$ cat src/sv/mlnp_pkg.sv
// Shared types and constants for the monophonic last-note-priority slot unit.
// Holds the sequencer state type, slot status codes and the sequencer control bundle.
// No dependencies.
`default_nettype none

package mlnp_pkg;

    localparam int SLOT_COUNT_DEF = 16;
    localparam int AGE_BITS_DEF   = 48;

    localparam int NOTE_W  = 7;
    localparam int VEL_W   = 7;
    localparam int FRAME_W = 16;
    localparam int SLOT_W  = 4;

    typedef enum logic [2:0] {
        S_IDLE,
        S_SCAN,
        S_UPD,
        S_READ,
        S_OUT
    } t_state;

    typedef enum logic [1:0] {
        ST_INVALID = 2'd0,
        ST_ON      = 2'd1,
        ST_WAIT    = 2'd2
    } t_slot_st;

    typedef struct packed {
        logic idle;     // ready for a new item
        logic start;    // item accepted this cycle
        logic rd_scan;  // issue a table read at the scan address
        logic beat;     // read data of one slot is present
        logic upd;      // commit the event to the table
        logic rd_cur;   // read the sounding slot for the result
        logic out_vld;  // result item is presented
    } t_seq_ctl;

endpackage

`default_nettype wire

$ cat src/sv/mono_last_note_priority_slots_unit.sv
// Top level of the monophonic last-note-priority voice allocator.
// Holds slot status, search accumulators with the shared age comparator, the age counter
// and the result stage. Uses mlnp_pkg, mlnp_seq and mlnp_slot_ram.
//
//   channel  direction  handshake                  payload
//   in       input      i_in_valid / o_in_stall    i_note_number, i_note_velocity,
//                                                  i_frame_offset
//   out      output     o_out_valid / i_out_stall  o_voice_changed, o_voice_valid,
//                                                  o_voice_slot, o_voice_note,
//                                                  o_voice_velocity, o_voice_frame
//
// An accepted item passes through the scan, commit, read and result states in that order.
// The result is held until it is taken; the unit then returns to idle and only there accepts
// the next item, so a new item is not taken while one is in flight. The scan reads every slot
// through the single table read port (read data is registered), then the event is committed,
// the sounding slot is read back and the result is offered. o_in_stall is high from acceptance
// until the result is taken.
// Reset clears all slot status, the age counter and the sounding voice.
`default_nettype none

module mono_last_note_priority_slots_unit
    import mlnp_pkg::*;
#(
    parameter int SLOT_COUNT = SLOT_COUNT_DEF,
    parameter int AGE_BITS   = AGE_BITS_DEF
) (
    input  wire logic               i_clk,
    input  wire logic               i_rst_n,
    input  wire logic               i_in_valid,
    output logic                    o_in_stall,
    input  wire logic [NOTE_W-1:0]  i_note_number,
    input  wire logic [VEL_W-1:0]   i_note_velocity,
    input  wire logic [FRAME_W-1:0] i_frame_offset,
    output logic                    o_out_valid,
    input  wire logic               i_out_stall,
    output logic                    o_voice_changed,
    output logic                    o_voice_valid,
    output logic      [SLOT_W-1:0]  o_voice_slot,
    output logic      [NOTE_W-1:0]  o_voice_note,
    output logic      [VEL_W-1:0]   o_voice_velocity,
    output logic      [FRAME_W-1:0] o_voice_frame
);

    localparam int IW      = $clog2(SLOT_COUNT);
    localparam int DATA_W  = NOTE_W + VEL_W + FRAME_W + AGE_BITS;
    localparam int FRM_LO  = AGE_BITS;
    localparam int VEL_LO  = FRM_LO + FRAME_W;
    localparam int NOTE_LO = VEL_LO + VEL_W;

    t_seq_ctl           ctl;
    logic [IW-1:0]      scan_addr;
    logic [IW-1:0]      beat_idx;

    logic [NOTE_W-1:0]  r_in_note;
    logic [VEL_W-1:0]   r_in_vel;
    logic [FRAME_W-1:0] r_in_frame;
    logic               note_on;

    t_slot_st           r_st [SLOT_COUNT];
    logic [AGE_BITS-1:0] r_age_cnt;
    logic [AGE_BITS-1:0] n_age;
    logic               r_cur_valid;
    logic [IW-1:0]      r_cur_slot;
    logic               r_changed;

    logic               r_hit_any;
    logic               r_free_f;
    logic [IW-1:0]      r_free_idx;
    logic               r_min_f;
    logic [IW-1:0]      r_min_idx;
    logic [AGE_BITS-1:0] r_min_age;
    logic               r_on_f;
    logic [IW-1:0]      r_on_idx;
    logic               r_wait_f;
    logic [IW-1:0]      r_wait_idx;
    logic               r_res_f;
    logic [IW-1:0]      r_res_idx;
    logic [AGE_BITS-1:0] r_res_age;

    logic [DATA_W-1:0]  rd_data;
    logic [AGE_BITS-1:0] b_age;
    logic [NOTE_W-1:0]  b_note;
    t_slot_st           b_st;
    logic               b_valid;
    logic               b_match;
    logic [AGE_BITS-1:0] cmp_a;
    logic [AGE_BITS-1:0] cmp_b;
    logic               age_lt;

    logic               wr_en;
    logic [IW-1:0]      pick;
    logic [DATA_W-1:0]  wr_data;
    logic               rd_en;
    logic [IW-1:0]      rd_addr;

    mlnp_seq #(
        .SLOT_COUNT (SLOT_COUNT)
    ) u_seq (
        .i_clk       (i_clk),
        .i_rst_n     (i_rst_n),
        .i_in_valid  (i_in_valid),
        .i_out_stall (i_out_stall),
        .o_ctl       (ctl),
        .o_scan_addr (scan_addr),
        .o_beat_idx  (beat_idx)
    );

    assign rd_en   = ctl.rd_scan | ctl.rd_cur;
    assign rd_addr = ctl.rd_scan ? scan_addr : r_cur_slot;

    mlnp_slot_ram #(
        .SLOT_COUNT (SLOT_COUNT),
        .DATA_W     (DATA_W)
    ) u_ram (
        .i_clk   (i_clk),
        .i_we    (wr_en),
        .i_waddr (pick),
        .i_wdata (wr_data),
        .i_re    (rd_en),
        .i_raddr (rd_addr),
        .o_rdata (rd_data)
    );

    assign o_in_stall = !ctl.idle;
    assign note_on    = (r_in_vel != '0);

    always_ff @(posedge i_clk) begin
        if (ctl.start) begin
            r_in_note  <= i_note_number;
            r_in_vel   <= i_note_velocity;
            r_in_frame <= i_frame_offset;
        end
    end

    // per-slot view of the current scan beat
    assign b_age   = rd_data[AGE_BITS-1:0];
    assign b_note  = rd_data[NOTE_LO +: NOTE_W];
    assign b_st    = r_st[beat_idx];
    assign b_valid = (b_st != ST_INVALID);
    assign b_match = (b_note == r_in_note);

    // shared age comparator: oldest slot for note-on, newest slot for resume
    always_comb begin
        if (note_on) begin
            cmp_a = b_age;
            cmp_b = r_min_age;
        end else begin
            cmp_a = r_res_age;
            cmp_b = b_age;
        end
    end
    assign age_lt = (cmp_a < cmp_b);

    always_ff @(posedge i_clk) begin
        if (ctl.start) begin
            r_hit_any <= 1'b0;
            r_free_f  <= 1'b0;
            r_min_f   <= 1'b0;
            r_on_f    <= 1'b0;
            r_wait_f  <= 1'b0;
            r_res_f   <= 1'b0;
        end else if (ctl.beat) begin
            if (note_on) begin
                if (b_valid && b_match) r_hit_any <= 1'b1;
                if (!b_valid && !r_free_f) begin
                    r_free_f   <= 1'b1;
                    r_free_idx <= beat_idx;
                end
                if (!r_min_f || age_lt) begin
                    r_min_f   <= 1'b1;
                    r_min_idx <= beat_idx;
                    r_min_age <= b_age;
                end
            end else begin
                if (b_st == ST_ON && b_match && !r_on_f) begin
                    r_on_f   <= 1'b1;
                    r_on_idx <= beat_idx;
                end
                if (b_st == ST_WAIT && b_match && !r_wait_f) begin
                    r_wait_f   <= 1'b1;
                    r_wait_idx <= beat_idx;
                end
                // skip the slot that this note-off releases
                if (b_valid && !(b_st == ST_ON && b_match) && (!r_res_f || age_lt)) begin
                    r_res_f   <= 1'b1;
                    r_res_idx <= beat_idx;
                    r_res_age <= b_age;
                end
            end
        end
    end

    assign n_age   = (r_age_cnt == '1) ? r_age_cnt : r_age_cnt + AGE_BITS'(1);
    assign pick    = r_free_f ? r_free_idx : r_min_idx;
    assign wr_en   = ctl.upd && note_on && !r_hit_any;
    assign wr_data = {r_in_note, r_in_vel, r_in_frame, n_age};

    always_ff @(posedge i_clk) begin
        if (!i_rst_n) begin
            for (int i = 0; i < SLOT_COUNT; i++) begin
                r_st[i] <= ST_INVALID;
            end
            r_age_cnt   <= '0;
            r_cur_valid <= 1'b0;
            r_cur_slot  <= '0;
            r_changed   <= 1'b0;
        end else if (ctl.upd) begin
            r_changed <= 1'b0;
            if (note_on) begin
                if (!r_hit_any) begin
                    // park the sounding note, then sound the new one
                    if (r_cur_valid) r_st[r_cur_slot] <= ST_WAIT;
                    r_st[pick]  <= ST_ON;
                    r_age_cnt   <= n_age;
                    r_cur_valid <= 1'b1;
                    r_cur_slot  <= pick;
                    r_changed   <= 1'b1;
                end
            end else if (r_on_f) begin
                r_st[r_on_idx] <= ST_INVALID;
                if (r_res_f) begin
                    r_st[r_res_idx] <= ST_ON;
                    r_cur_valid     <= 1'b1;
                    r_cur_slot      <= r_res_idx;
                end else begin
                    r_cur_valid <= 1'b0;
                    r_cur_slot  <= '0;
                end
                r_changed <= 1'b1;
            end else if (r_wait_f) begin
                r_st[r_wait_idx] <= ST_INVALID;
            end
        end
    end

    assign o_out_valid      = ctl.out_vld;
    assign o_voice_changed  = r_changed;
    assign o_voice_valid    = r_cur_valid;
    assign o_voice_slot     = r_cur_valid ? SLOT_W'(r_cur_slot) : '0;
    assign o_voice_note     = r_cur_valid ? rd_data[NOTE_LO +: NOTE_W] : '0;
    assign o_voice_velocity = r_cur_valid ? rd_data[VEL_LO +: VEL_W] : '0;
    assign o_voice_frame    = r_cur_valid ? rd_data[FRM_LO +: FRAME_W] : '0;

endmodule

`default_nettype wire

$ cat src/sv/mlnp_slot_ram.sv
// Slot table storage: note, velocity, frame and age stamp of each slot.
// One write port, one read port with registered read data. Uses mlnp_pkg.
`default_nettype none

module mlnp_slot_ram
    import mlnp_pkg::*;
#(
    parameter int SLOT_COUNT = SLOT_COUNT_DEF,
    parameter int DATA_W     = NOTE_W + VEL_W + FRAME_W + AGE_BITS_DEF
) (
    input  wire logic                          i_clk,
    input  wire logic                          i_we,
    input  wire logic [$clog2(SLOT_COUNT)-1:0] i_waddr,
    input  wire logic [DATA_W-1:0]             i_wdata,
    input  wire logic                          i_re,
    input  wire logic [$clog2(SLOT_COUNT)-1:0] i_raddr,
    output logic      [DATA_W-1:0]             o_rdata
);

    logic [DATA_W-1:0] r_mem [SLOT_COUNT];

    always_ff @(posedge i_clk) begin
        if (i_we) begin
            r_mem[i_waddr] <= i_wdata;
        end
    end

    always_ff @(posedge i_clk) begin
        if (i_re) begin
            o_rdata <= r_mem[i_raddr];
        end
    end

endmodule

`default_nettype wire

$ cat src/sv/mlnp_seq.sv
// Sequencer for one note event: accept, slot scan, commit, result read, hand-off.
// Owns the scan counter and drives the control bundle. Uses mlnp_pkg.
`default_nettype none

module mlnp_seq
    import mlnp_pkg::*;
#(
    parameter int SLOT_COUNT = SLOT_COUNT_DEF
) (
    input  wire logic                          i_clk,
    input  wire logic                          i_rst_n,
    input  wire logic                          i_in_valid,
    input  wire logic                          i_out_stall,
    output t_seq_ctl                           o_ctl,
    output logic      [$clog2(SLOT_COUNT)-1:0] o_scan_addr,
    output logic      [$clog2(SLOT_COUNT)-1:0] o_beat_idx
);

    localparam int IW = $clog2(SLOT_COUNT);
    localparam int CW = $clog2(SLOT_COUNT + 1);
    localparam logic [CW-1:0] CNT_LAST = CW'(SLOT_COUNT);

    t_state        r_state, n_state;
    logic [CW-1:0] r_cnt, n_cnt;
    logic [CW-1:0] beat_cnt;

    always_comb begin
        n_state = r_state;
        unique case (r_state)
            S_IDLE: if (i_in_valid) n_state = S_SCAN;
            S_SCAN: if (r_cnt == CNT_LAST) n_state = S_UPD;
            S_UPD:  n_state = S_READ;
            S_READ: n_state = S_OUT;
            S_OUT:  if (!i_out_stall) n_state = S_IDLE;
            default: n_state = S_IDLE;
        endcase
    end

    always_comb begin
        n_cnt = r_cnt;
        if (r_state == S_IDLE) begin
            n_cnt = '0;
        end else if (r_state == S_SCAN && r_cnt != CNT_LAST) begin
            n_cnt = r_cnt + CW'(1);
        end
    end

    always_comb begin
        o_ctl = '0;
        unique case (r_state)
            S_IDLE: begin
                o_ctl.idle  = 1'b1;
                o_ctl.start = i_in_valid;
            end
            S_SCAN: begin
                o_ctl.rd_scan = (r_cnt != CNT_LAST);
                o_ctl.beat    = (r_cnt != '0);
            end
            S_UPD:  o_ctl.upd     = 1'b1;
            S_READ: o_ctl.rd_cur  = 1'b1;
            S_OUT:  o_ctl.out_vld = 1'b1;
            default: o_ctl = '0;
        endcase
    end

    // read data is registered, so the beat index trails the scan address by one
    assign beat_cnt    = r_cnt - CW'(1);
    assign o_scan_addr = r_cnt[IW-1:0];
    assign o_beat_idx  = beat_cnt[IW-1:0];

    always_ff @(posedge i_clk) begin
        if (!i_rst_n) begin
            r_state <= S_IDLE;
            r_cnt   <= '0;
        end else begin
            r_state <= n_state;
            r_cnt   <= n_cnt;
        end
    end

endmodule

`default_nettype wire

$ cat config.mk
export PLATFORM = sky130hd
export DESIGN_NAME = mono_last_note_priority_slots_unit
export DESIGN_NICKNAME = d
export VERILOG_FILES = /design/src/sv/mlnp_pkg.sv /design/src/sv/mono_last_note_priority_slots_unit.sv /design/src/sv/mlnp_slot_ram.sv /design/src/sv/mlnp_seq.sv
export SDC_FILE = /design/constraint.sdc
export NUM_CORES = 2
export LEC_CHECK = 0
export BUFFER_PORTS_ARGS = -buffer_cell sky130_fd_sc_hd__buf_2
export CELL_PAD_IN_SITES_DETAIL_PLACEMENT = 1
export CELL_PAD_IN_SITES_GLOBAL_PLACEMENT = 2
export CORE_AREA = 8 8 364 366
export CTS_BUF_LIST = sky130_fd_sc_hd__clkbuf_4 sky130_fd_sc_hd__clkbuf_8
export CTS_CLUSTER_SIZE = 28
export DETAILED_ROUTE_END_ITERATION = 6
export DIE_AREA = 0 0 372 374
export PLACE_DENSITY_LB_ADDON = 0.1
export SYNTH_ARGS = -nofsm -noshare
export SYNTH_HDL_FRONTEND = slang
export SYNTH_SLANG_ARGS = --single-unit
export TNS_END_PERCENT = 100
$ cat constraint.sdc
create_clock -name i_clk -period 9.3 [get_ports i_clk]
set_clock_uncertainty 0.05 [all_clocks]
set_input_delay 0.93 -clock i_clk [delete_from_list [all_inputs] [get_ports i_clk]]
set_output_delay 0.93 -clock i_clk [all_outputs]
set_load 0.1 [all_outputs]
== Yosys cells after proc, flatten, opt, wreduce, memory -nomap -nowiden ==
Memories as Yosys holds them, arrays and structs flattened. A register that Yosys moved wholly into a read port is not among the register bits.
Cells that the tools add are included.

* Bits in registers: 214
* Memory bits (writable): 1280
* Output and inout port bits: 38
* Memories kept: 2

* $add $sub $neg: 3
* Magnitude comparators: 1
* Equality and inequality tests: 14
* Muxes and demuxes: 72
* Bitwise gates (word level): 5
* Reductions and logical operators: 47

{| class="wikitable"
|+ Memories
! name !! words !! width !! read ports !! clocked after Yosys merged registers in !! wr ports !! line !! text
|-
| u_ram.r_mem || 16 || 78 || 1 || 1 || 1 || mlnp_slot_ram.sv:20 || <nowiki>logic [DATA_W-1:0] r_mem [SLOT_COUNT];</nowiki>
|-
| r_st || 16 || 2 || 1 || 0 || 16 || mono_last_note_priority_slots_unit.sv:59 || <nowiki>t_slot_st r_st [SLOT_COUNT];</nowiki>
|}

{| class="wikitable"
|+ Operator list
! operator !! count
|-
| $mux 48 || 3
|-
| $add 48x1->48 const B || 1
|-
| $eq 48x48->1 const B || 1
|-
| $lt 48x48->1 || 1
|-
| $mux 4 || 12
|-
| $mux 1 || 43
|-
| $reduce_and 3->1 || 9
|-
| $reduce_and 4->1 || 5
|-
| $mux 16 || 1
|-
| $pmux 3 s5 || 1
|-
| $mux 2 || 7
|-
| $mux 7 || 2
|-
| $reduce_or 2->1 || 6
|-
| $logic_and 1x1->1 || 11
|-
| $logic_not 1->1 || 9
|-
| $mux 3 || 3
|-
| $eq 7x7->1 || 1
|-
| $reduce_bool 7->1 || 1
|-
| $eq 3x2->1 const B || 2
|-
| $ne 2x2->1 const B || 3
|-
| $add 5x1->5 const B || 1
|-
| $eq 5x5->1 const B || 1
|-
| $ne 5x5->1 const B || 1
|-
| $reduce_bool 5->1 || 1
|-
| 11 further kinds || 16
|}

== Longest topological paths before layout ==
* Depth in word-level cells: 10
* Mapped depth: 16
* Depth with buffers taken out: 11

== Modules after synthesis ==
From an unflattened synthesis, not the netlist that was laid out.

* Cells, all modules: 3306
* Area total of the unflattened synthesis: 62477.4 µm²

{| class="wikitable"
|+ By module, submodules not included
! module !! times used !! cells each !! area an instance (µm²)
|-
| mlnp_slot_ram || 1 || 2004 || 49045.8
|-
| mono_last_note_priority_slots_unit || 1 || 1238 || 12908.6
|-
| mlnp_seq || 1 || 64 || 523.0
|}

== Least setup slack after synthesis ==
Ideal clock, no wire load.

* Path kind: reg-to-reg
* Start: register u_seq.r_cnt[0]
* End: register u_ram.o_rdata[0], read port of u_ram.r_mem, enable pin
* Library setup time: 0.626 ns
* Data arrival time: 7.040 ns
* Required time: 8.624 ns
* Slack: 1.585 ns
* Cell stages (with the launch flop): 8
* Path buffers: 2
* Period minus slack after synthesis: 7.715 ns
* Path through: dfxtp_1 -> buf_2 -> buf_2 -> inv_1 -> ha_1 -> nand4bb_1 -> nor2_1 -> nor3b_1

* Longest elaborated chain between the ends: 3
* Elaborated cells between the ends (all ways): 4
* Those cells by class: 1 x eq/ne; 2 x mux; 1 x bitwise

{| class="wikitable"
|+ Ends and longest elaborated chain
! what !! line !! text
|-
| start, declared || mlnp_seq.sv:24 || <nowiki>logic [CW-1:0] r_cnt, n_cnt;</nowiki>
|-
| start signal, assigned || mlnp_seq.sv:77 || <nowiki>r_cnt <= n_cnt;</nowiki>
|-
| $ne 5x5->1 || mlnp_seq.sv:56 || <nowiki>o_ctl.rd_scan = (r_cnt != CNT_LAST);</nowiki>
|-
| $mux 2 || mlnp_seq.sv:50 || <nowiki>unique case (r_state)</nowiki>
|-
| $or 1x1->1 || mono_last_note_priority_slots_unit.sv:108 || <nowiki>assign rd_en = ctl.rd_scan | ctl.rd_cur;</nowiki>
|-
| via rd_en || mono_last_note_priority_slots_unit.sv:93 || <nowiki>logic rd_en;</nowiki>
|-
| end, declared || mlnp_slot_ram.sv:17 || <nowiki>output logic [DATA_W-1:0] o_rdata</nowiki>
|}

The timed path passes the listed nets, and every way through them passes these cells.
A chain may end at the register's enable or synchronous reset.

== Worst setup path in the final report ==
* Start: register r_in_vel[2]
* End: register r_res_age[39], enable pin

* Longest elaborated chain between the ends: 6
* Elaborated cells between the ends (all ways): 8
* Those cells by class: 1 x order compare; 2 x mux; 1 x bitwise; 4 x reduce/logical

{| class="wikitable"
|+ Ends and longest elaborated chain
! what !! line !! text
|-
| start, declared || mono_last_note_priority_slots_unit.sv:55 || <nowiki>logic [VEL_W-1:0] r_in_vel;</nowiki>
|-
| start signal, assigned || mono_last_note_priority_slots_unit.sv:130 || <nowiki>r_in_vel <= i_note_velocity;</nowiki>
|-
| $reduce_bool 7->1 (*) || mono_last_note_priority_slots_unit.sv:125 || <nowiki>assign note_on = (r_in_vel != '0);</nowiki>
|-
| $mux 48 || mono_last_note_priority_slots_unit.sv:144 || <nowiki>if (note_on) begin</nowiki>
|-
| $lt 48x48->1 || mono_last_note_priority_slots_unit.sv:152 || <nowiki>assign age_lt = (cmp_a < cmp_b);</nowiki>
|-
| $logic_or 1x1->1 || mono_last_note_priority_slots_unit.sv:184 || <nowiki>if (b_valid && !(b_st == ST_ON && b_match) && (!r_res_f || age_lt)) begin</nowiki>
|-
| $logic_and 1x1->1 || mono_last_note_priority_slots_unit.sv:184 ||
|-
| $reduce_and 4->1 (no line) (*) || n/a ||
|-
| end signal, assigned || mono_last_note_priority_slots_unit.sv:187 || <nowiki>r_res_age <= b_age;</nowiki>
|-
| end, declared || mono_last_note_priority_slots_unit.sv:78 || <nowiki>logic [AGE_BITS-1:0] r_res_age;</nowiki>
|}

Every way passes the cells marked *; elsewhere a longest branch is shown, timed or not.

==> flow_metrics.py <==
metrics = {
    "status": {
        "outcome": "finished clean",
    },
    "worst_setup_path": {
        "worstSetupPathType": "reg2reg",
        "path_max_fanout": 56,
        "cp.required_ps": 9830,
        "cp.arrival_ps": 6380,
        "cp-start-kind": "flip-flop",
        "cp-end-kind": "flip-flop",
    },
    "cells_and_area": {
        "fin_cells": 5954,
        "nets": 4199,
        "drive_gt1_share_pct": 14.49,
        "area_growth_pct": 12.42,
    },
    "global_routing": {
        "overflow": 0,
        "grtUsageTotal_pct": 24.43,
        "grt_max_degree": 130,
        "grt_pass1_vias": 38154,
        "antenna_found_initial": 6,
        "grt_first_pass_wirelength_um": 252300,
    },
    "placed_design": {
        "hpwl_um": 90720,
        "port_buffers": 71,
        "globalplace.congestion": 0.7822,
        "place_worst_setup_slack_ps": 3468,
        "place_inst": 5476,
    },
    "synth": {
        "synth_flop_cell": "edfxtp_1",
        "async_flop_share_pct": 0,
        "synth_cells": 3869,
        "syn_nets": 3954,
        "synth.avg_cell_area_um2": 16.25,
        "yosys_warnings": 0,
        "synth_area_leaders": "edfxtp_1, mux2i_1, o22ai_1",
        "synth_edf_count": 1472,
        "synth_area_mm2": 0.06286,
        "synth_top_cell_area_share_pct": 70.32,
        "yosysSeqAreaShare_pct": 73.51,
        "yosysTopAreaCell": "edfxtp_1",
        "ys_types": 86,
        "synth-seq-cells": 1572,
    },
    "sta": {
        "period_share_pct": 62.94,
        "finalHoldViolCount": 0,
        "drv_slew": 0,
        "tightest_slew_ps": 1377,
        "slew_headroom_pct": 7.544,
        "fmax_mhz": 170.8,
        "period_needed_ps": 5854,
        "setup_slack_ps": 3446,
        "rsz0062_at_grt": "no",
        "tns_ps": 0,
        "hold_slack_ps": 122.1,
        "setup_violations": 0,
    },
    "detailed_routing": {
        "drt_iter0_markers": 2674,
        "drt_first_pass_iters": 7,
        "routedWlPerCell_um": 29.02,
        "drc": 0,
        "vias": 36016,
        "ant_nets": 0,
        "viasPerCell": 6.049,
        "wl_um": 172800,
    },
    "cts": {
        "cts.clk_slew.worst_paths_ps": 60,
        "clockBufferDepth": 4,
        "cts_made_buffers": 276,
        "root_buffer": "clkbuf_8",
        "clkLatencyLatePin_ps": 980,
        "post-cts-setup-buffers": 0,
        "htreeDepth": 5,
        "numClockSinks": 1572,
        "cts_tree": "yes",
    },
    "floorplanning": {
        "die_h_um": 374,
        "die_w_um": 372,
        "io_pins": 72,
        "start_util_pct": 49.61,
        "placementRows": 131,
        "dieArea_mm2": 0.1391,
        "core_area_mm2": 0.1267,
    },
    "power_and_ir_drop": {
        "p_comb_share_pct": 1.4,
        "p_clk_share_pct": 42.9,
        "seqPwrFrac_pct": 55.7,
        "p_int_w": 0.01108,
        "switchingPower_w": 0.002886,
        "powerDensity_mw_per_mm2": 197.7,
        "p_leak_nw": 28.00,
        "switching_share_pct": 20.67,
        "ir_drop_v": 0.0001499,
    },
    "worst_hold_path": {
        "min_path_type": "in2reg",
    },
    "run": {
        "cap_violations": 0,
    },
}
## synth_stat cells (4+ instances only)
| master | n |
|---|---|
| inv_1 | 25 |
| o31ai_1 | 12 |
| clkbuf_1 | 91 |
| o2111ai_1 | 4 |
| a221oi_1 | 4 |
| and2_1 | 43 |
| o21ai_1 | 6 |
| o21ai_0 | 32 |
| xor2_1 | 42 |
| buf_2 | 92 |
| nor4_1 | 20 |
| nor2b_1 | 8 |
| edfxtp_1 | 1472 |
| a31oi_1 | 10 |
| o22ai_1 | 322 |
| nand2_1 | 241 |
| nor2_1 | 110 |
| and4_1 | 5 |
| mux4_2 | 10 |
| nand3b_1 | 4 |
| nand4_1 | 32 |
| o211ai_1 | 14 |
| o21a_1 | 8 |
| or3_1 | 18 |
| mux2i_1 | 684 |
| or4_1 | 94 |
| ha_1 | 51 |
| xnor2_1 | 39 |
| buf_1 | 14 |
| dfxtp_1 | 100 |
| buf_4 | 5 |
| nand3_1 | 37 |
| nor3_1 | 25 |
| nand2b_1 | 16 |
| and3_1 | 14 |
| a21oi_1 | 69 |
| a21o_1 | 7 |
| mux2_1 | 5 |
| a31o_1 | 4 |
## final timing paths
check | start | to | slack [ps] | cells past startpoint
setup / recovery | r_in_vel[2] | r_res_age[39] | 3450 | 13
hold / removal | i_note_number[6] | r_in_note[6] | 120 | 1
hold reg to reg | r_st[9][0] | r_st[9][0] | 410 | 2
setup reg to reg | r_in_vel[2] | r_res_age[39] | 3450 | 13
## power groups by stage
stage	logic [W]	clock network (W)	registers (W)
after floorplan	0.000107	0	0.00790
after global placement	0.000189	0	0.00792
after detailed placement	0.000193	0	0.00792
after CTS	0.000201	0.00614	0.00778
after global routing	0.000213	0.00642	0.00778
final	0.000198	0.00599	0.00778
## cells in the final DEF, fill, tap and decap left out, types with 10 or more instances in the layout
cell | synthesis | final
and2_1 | 43 | 43
ha_1 | 51 | 51
clkinv_1 | 0 | 55
nand4_1 | 32 | 32
nor2_4 | 0 | 17
edfxtp_1 | 1472 | 1472
buf_2 | 92 | 71
clkbuf_8 | 0 | 289
nor2_1 | 110 | 93
dlygate4sd3_1 | 0 | 21
clkbuf_4 | 0 | 79
mux4_2 | 10 | 10
or4_1 | 94 | 94
o22ai_1 | 322 | 322
or3_1 | 18 | 18
buf_12 | 0 | 12
buf_4 | 5 | 66
nor3_1 | 25 | 25
o21ai_0 | 32 | 30
and3_1 | 14 | 14
inv_1 | 25 | 24
o31ai_1 | 12 | 12
xnor2_1 | 39 | 38
clkinv_2 | 0 | 18
nor4_1 | 20 | 20
mux2i_1 | 684 | 683
nand2_1 | 241 | 240
xor2_1 | 42 | 42
nand3_1 | 37 | 37
o211ai_1 | 14 | 14
a21oi_1 | 69 | 66
nand2b_1 | 16 | 16
dfxtp_1 | 100 | 99
## kinds of logic after synthesis
group | after synthesis | synth area share [%]
and+or+nand+nor | 698 | 5.844
buffers and inverters | 229 | 1.592
muxes | 701 | 11.38
adders and majority gates | 51 | 1.015
AOI/OAI and AO/OA | 537 | 5.538
xor gates and xnor gates | 81 | 1.129
DFF | 1572 | 73.51
## sequential cells by signal, indices dropped and copies added (netlist names), 5 cells and up
signal and cells:
r_min_age 48, r_st 32, r_age_cnt 48, r_in_note 7, r_in_frame 16, u_ram.o_rdata 78, r_res_age 48, r_in_vel 7
u_ram.r_mem 1248, u_seq.r_cnt 5
## area by class of cell
class                   instances  area (um^2)
repair buffers                170         1301
fillers                     11631        56040
clock inverters                83        484.2
inverters                      26        97.59
diodes                          5        12.51
clock buffers                 368         4571
flip-flops and latches       1572        46210
well taps                    1662         2079
multi-input cells            2068        15910
## worst max-delay path, cell delays in order, from the launching register on
cell      delay (ps)
edfxtp_1         620
or4_1           1040
nor2_4           200
buf_4            570
nand2_1          110
nand2_1           90
ha_1             260
a211oi_1         250
o21ai_0          120
o221a_2          300
o31a_1           290
nor4_1           440
o21a_2           530
buf_4            540
## metal layers
metal / routed length [um] / GRT usage [%]
met2: 85620 / 41.10
met5: 12 / 0
met4: 3636 / 6.789
met3: 8546 / 4.230
met1: 74970 / 32.76
## metrics by stage
| step | util, % | total power (W) | cell area (um^2) |
|---|---|---|---|
| after floorplan | - | 0.008007 | 62860 |
| after global placement | 51.60 | 0.008106 | 65370 |
| after detailed placement | 51.60 | 0.008117 | 65370 |
| after CTS | 55.75 | 0.01412 | 70640 |
| after global routing | 55.77 | 0.01441 | 70660 |
| final | 55.77 | 0.01397 | 70670 |
## what timing repair did
item	CTS	global route
hold buffers	21	0
hold endpoints to repair	21	0
gates resized for setup	0	0
Note: power is estimated with default switching activity, not from simulation.
